<file path="config.mk">
export PLATFORM = sky130hd
export DESIGN_NAME = cpra_ctrl
export DESIGN_NICKNAME = d
export VERILOG_FILES = /design/src/rtl/core/cpra_pkg.sv /design/src/rtl/core/cpra_ctrl.sv
export SDC_FILE = /design/constraint.sdc
export NUM_CORES = 1
export LEC_CHECK = 0
export BUFFER_PORTS_ARGS = -buffer_cell sky130_fd_sc_hd__buf_4
export CORE_AREA = 2 2 39 41
export CTS_BUF_LIST = sky130_fd_sc_hd__clkbuf_4 sky130_fd_sc_hd__clkbuf_8
export CTS_CLUSTER_SIZE = 14
export DETAILED_ROUTE_END_ITERATION = 12
export DIE_AREA = 0 0 41 43
export GPL_ROUTABILITY_DRIVEN = 0
export PLACE_DENSITY = 0.53
export SYNTH_ARGS = -nofsm -noshare
export SYNTH_HDL_FRONTEND = slang
export SYNTH_SLANG_ARGS = --single-unit
</file>
<file path="constraint.sdc">
create_clock -name clk -period 2.5 [get_ports clk]
set_clock_uncertainty 0.05 [all_clocks]
set_input_delay 0.625 -clock clk [delete_from_list [all_inputs] [get_ports clk]]
set_output_delay 0.625 -clock clk [all_outputs]
set_load 0.02 [all_outputs]
</file>
<file path="src/rtl/core/cpra_pkg.sv">
// ----------------------------------------------------------------------------
// cpra_pkg
// Shared types, sizes and helpers for the contiguous page run allocator.
// ----------------------------------------------------------------------------
package cpra_pkg;

  localparam int TABLE_ENTRIES = 64;
  localparam int PAGE_BYTES    = 4096;

  localparam int PAGE_SHIFT = $clog2(PAGE_BYTES);
  localparam int IDX_W      = $clog2(TABLE_ENTRIES);
  localparam int CNT_W      = $clog2(TABLE_ENTRIES + 1);

  localparam int ADDR_W  = 48;
  localparam int PAGES_W = 36;
  localparam int TYPE_W  = 4;
  localparam int TOTAL_W = 54;
  localparam int ACC_W   = TOTAL_W - PAGE_SHIFT;
  localparam int HAVE_W  = PAGES_W + 1;

  localparam logic [0:0] MODE_WRITE = 1'b0;
  localparam logic [0:0] MODE_ALLOC = 1'b1;

  typedef struct packed {
    logic [0:0]         mode;
    logic [5:0]         entry_index;
    logic [TYPE_W-1:0]  entry_type;
    logic [ADDR_W-1:0]  entry_start;
    logic [PAGES_W-1:0] entry_pages;
    logic [PAGES_W-1:0] request_pages;
  } item_t;

  typedef struct packed {
    logic [0:0]         granted;
    logic [ADDR_W-1:0]  grant_address;
    logic [TOTAL_W-1:0] total_bytes;
  } result_t;

  typedef struct packed {
    logic [TYPE_W-1:0]  rtype;
    logic [ADDR_W-1:0]  start;
    logic [PAGES_W-1:0] pages;
  } desc_t;

  typedef enum logic [3:0] {
    S_IDLE, S_DECODE, S_WRITE, S_FWD_RD, S_FWD_EV,
    S_BWD_RD, S_BWD_EV, S_SUM_RD, S_SUM_EV, S_DONE
  } state_t;

  typedef struct packed {
    logic capture;
    logic tbl_write;
    logic rd;
    logic fwd_init;
    logic fwd_eval;
    logic bwd_init;
    logic bwd_eval;
    logic sum_init;
    logic sum_eval;
  } cmd_t;

  typedef struct packed {
    logic mode;
    logic want_zero;
    logic scan_end;
    logic run_full;
    logic bwd_stop;
  } status_t;

  // End byte address of a region, wrapping at the address width.
  function automatic logic [ADDR_W-1:0] region_end(input logic [ADDR_W-1:0] start,
                                                    input logic [PAGES_W-1:0] pages);
    logic [63:0] span;
    span = 64'(pages) << PAGE_SHIFT;
    return start + span[ADDR_W-1:0];
  endfunction

endpackage

</file>
<file path="src/rtl/core/cpra_ctrl.sv">
// ----------------------------------------------------------------------------
// cpra_ctrl
// Sequencer: dispatch, forward run scan, backward take, table total sweep.
// ----------------------------------------------------------------------------
module cpra_ctrl import cpra_pkg::*; (
  input  logic    clk,
  input  logic    rst,
  input  logic    start,
  output logic    busy,
  output logic    done,
  input  status_t status,
  output cmd_t    cmd
);

  state_t state, state_next;

  always_ff @(posedge clk) begin
    if (rst) state <= S_IDLE;
    else     state <= state_next;
  end

  always_comb begin
    state_next = state;
    cmd        = '0;
    case (state)
      S_IDLE: begin
        if (start) begin
          cmd.capture = 1'b1;
          state_next  = S_DECODE;
        end
      end
      S_DECODE: begin
        if (status.mode == MODE_WRITE) begin
          state_next = S_WRITE;
        end else if (status.want_zero) begin
          cmd.sum_init = 1'b1;
          state_next   = S_SUM_RD;
        end else begin
          cmd.fwd_init = 1'b1;
          state_next   = S_FWD_RD;
        end
      end
      S_WRITE: begin
        cmd.tbl_write = 1'b1;
        cmd.sum_init  = 1'b1;
        state_next    = S_SUM_RD;
      end
      S_FWD_RD: begin
        if (status.run_full) begin
          cmd.bwd_init = 1'b1;
          state_next   = S_BWD_RD;
        end else if (status.scan_end) begin
          cmd.sum_init = 1'b1;
          state_next   = S_SUM_RD;
        end else begin
          cmd.rd     = 1'b1;
          state_next = S_FWD_EV;
        end
      end
      S_FWD_EV: begin
        cmd.fwd_eval = 1'b1;
        state_next   = S_FWD_RD;
      end
      S_BWD_RD: begin
        cmd.rd     = 1'b1;
        state_next = S_BWD_EV;
      end
      S_BWD_EV: begin
        cmd.bwd_eval = 1'b1;
        if (status.bwd_stop) begin
          cmd.sum_init = 1'b1;
          state_next   = S_SUM_RD;
        end else begin
          state_next = S_BWD_RD;
        end
      end
      S_SUM_RD: begin
        if (status.scan_end) begin
          state_next = S_DONE;
        end else begin
          cmd.rd     = 1'b1;
          state_next = S_SUM_EV;
        end
      end
      S_SUM_EV: begin
        cmd.sum_eval = 1'b1;
        state_next   = S_SUM_RD;
      end
      S_DONE: begin
        state_next = S_IDLE;
      end
      default: begin
        state_next = S_IDLE;
      end
    endcase
  end

  assign busy = (state != S_IDLE);
  assign done = (state == S_DONE);

endmodule

</file>
==> metrics.csv <==
metric;value;unit
outcome;finished clean;
final slew viol count;0;
Pwr per Cell Area;1090;mW/mm^2
drt initial violations;11;
Num Clock Sinks;4;
first-pass GRT wire length;1.68;mm
fmax;0.426;GHz
dpl ws;0.342;ns
top cell type's share of synthesized area;19.8;%
crit-path leading delay family;flip-flops;
Worst-Margin Slew;0.370;ns
synthesized flop and latch total;4;
routed len/inst;12.0;um
crit path max fanout;10;
# hold bufs at CTS;0;
Clock power frac;13.4;%
DRT antenna net count;0;
worst path cell trace;inv_2, nor2_1, nor2_1, a2111oi_1, buf_4;
Filler cells;152;
area delta synth->final;35.0;%
Tightest Hold Check Type;input port to flop;
Psw;291;uW
critical path arrival;1.67;ns
Initial Util;29.2;%
Syn Area/Cell;7.22;sq um
clk root buf;clkbuf_4;
total length of routed wires;1.08;mm
die height;43;um
largest registers;state x4;
final hold violation count;0;
Netlist cell types;27;
routed vias;452;
sequential share of power;23.7;%
Worst-path clk slew;0.04;ns
Initial DRT Pass Iterations;4;
setup bufs post-CTS;0;
dpl cells;87;
Clock Latency Late Sink;0.23;ns
clock tree from TritonCTS;built;
IO Port Bufs;18;
post-DP HPWL;811;um
# IOs;19;
largest area contributor in the netlist;dfxtp_1;
clk buf depth;2;
Die ar.;0.00176;sq mm
ant diodes;0;
vias per cell;5.02;
Slew HR;75.3;%
cell-internal power;303;uW
total CTS buffers;3;
Seq/Total Area, Yosys;19.8;%
Yosys Warn Count;0;
Core ar.;0.00138;sq mm
crit share post-route;93.8;%
Max IR drop VDD;0.000476;V
setup TNS;0;ns
share of synthesized flip-flops with an asynchronous set or reset;0;%
gr usage total;13.7;%
Rows;14;
share of cells above drive strength 1;39.2;%
htree depth;1;
Post-Syn Area;404;sq um
WP buf/inv;2;
Worst Slack Setup Final;0.155;ns
Mapped Cells;56;
GR Overflow Total;0;
Reg with most FFs;state;
leakage power;0.242;nW
DIE WIDTH;41;um
nets;84;
Setup Crit Path Kind;flop to output pin;
combinational cell fraction of total power;62.9;%
Finished Layout Cells;90;
Post-CTS Resized;0;
number of synthesized flops with an enable pin;0;
Critical-path top delay cell;dfxtp_1;
Tmin final;2.34;ns
endpoint class of the critical path;output pin;
Max Cap Viol;0;
required time worst endpoint;1.82;ns
vias in the first global route;379;
RSZ-0062 raised after global routing;no;
antenna violations before repair;0;
Startpoint Class;flop;
Synth Flop Type;dfxtp_1;
CP most frequent cell;nor2_1;
largest net degree at the start of global routing;11;
DR DRC count;0;
synth top area cells;dfxtp_1, nor2_1, buf_6;
CP peak stage delay;0.53;ns
max FFs per register;4;
Final setup viols;0;
Sw Share;49.0;%
syn_nets;64;
cells in the final DEF, fill, tap and decap left out, types with 2 or more instances in the layout:
| master | instances |
|---|---|
| inv_1 | 4 |
| dfxtp_1 | 4 |
| a21oi_1 | 4 |
| buf_4 | 19 |
| nor2_1 | 13 |
| nor3_1 | 3 |
| nand2b_1 | 3 |
| clkbuf_4 | 3 |
| nand2_1 | 2 |
power groups by stage:
| stage | registers [mW] | clock network, mW | logic (mW) |
|---|---|---|---|
| global placement | 0.144 | 0 | 0.378 |
| detailed placement | 0.142 | 0 | 0.376 |
| CTS | 0.141 | 0.0822 | 0.377 |
| finish | 0.141 | 0.0795 | 0.374 |
| global route | 0.146 | 0.0883 | 0.408 |
| floorplan | 0.0926 | 0 | 0.335 |
cells by family (layout without fill, tap and decap cells):
group | count (synthesis) | after routing | synth area share, %
and+or+nand+nor | 31 | 31 | 42.7
AOI/OAI and AO/OA | 12 | 12 | 21.7
buffers and inverters | 9 | 27 | 15.8
DFF | 4 | 4 | 19.8
synth_stat cells, types with 2 or more instances:
master    instances
nor2_1           13
a21oi_1           4
buf_6             4
dfxtp_1           4
inv_1             4
nand2b_1          3
nor3_1            3
nand2_1           2
routing by layer:
metal / GRT usage (%) / vias up / part of all wire, %
met5: 0 / - / 0
met1: 18.9 / 201 / 44
met2: 20.6 / 17 / 50
met4: 2.00 / 0 / 0
met3: 4.71 / 0 / 6.3
li1: - / 234 / -
layout make-up:
class,count,area (sq um),area share (%)
Sequential cell,4,80.1,14.7
Timing Repair Buffer,19,143,26.1
Inverter,5,18.8,3.44
Multi-Input combinational cell,43,262,47.9
Tap cell,16,20.0,3.67
Clock buffer,3,22.5,4.13
through the flow:
stage | power (mW) | hold WS, ns | area (sq um) | util [%]
2_1_floorplan | 0.427 | 0.512 | 405 | -
3_3_place_gp | 0.521 | 0.564 | 523 | 37.8
3_5_place_dp | 0.518 | 0.556 | 523 | 37.8
4_1_cts | 0.601 | 0.511 | 546 | 39.4
5_1_grt | 0.643 | 0.515 | 546 | 39.4
6_report | 0.594 | 0.517 | 546 | 39.4
path summary, 6_finish.rpt:
check / from / endpoint / slack, ns / cells after the start
hold / removal: rst / state[3] / 0.52 / 2
setup reg to reg: state[0] / state[2] / 1.06 / 4
hold reg to reg: state[2] / state[3] / 0.57 / 2
setup / recovery: state[1] / cmd[6] / 0.16 / 5
No activity file was read; power rests on OpenSTA's default activity.
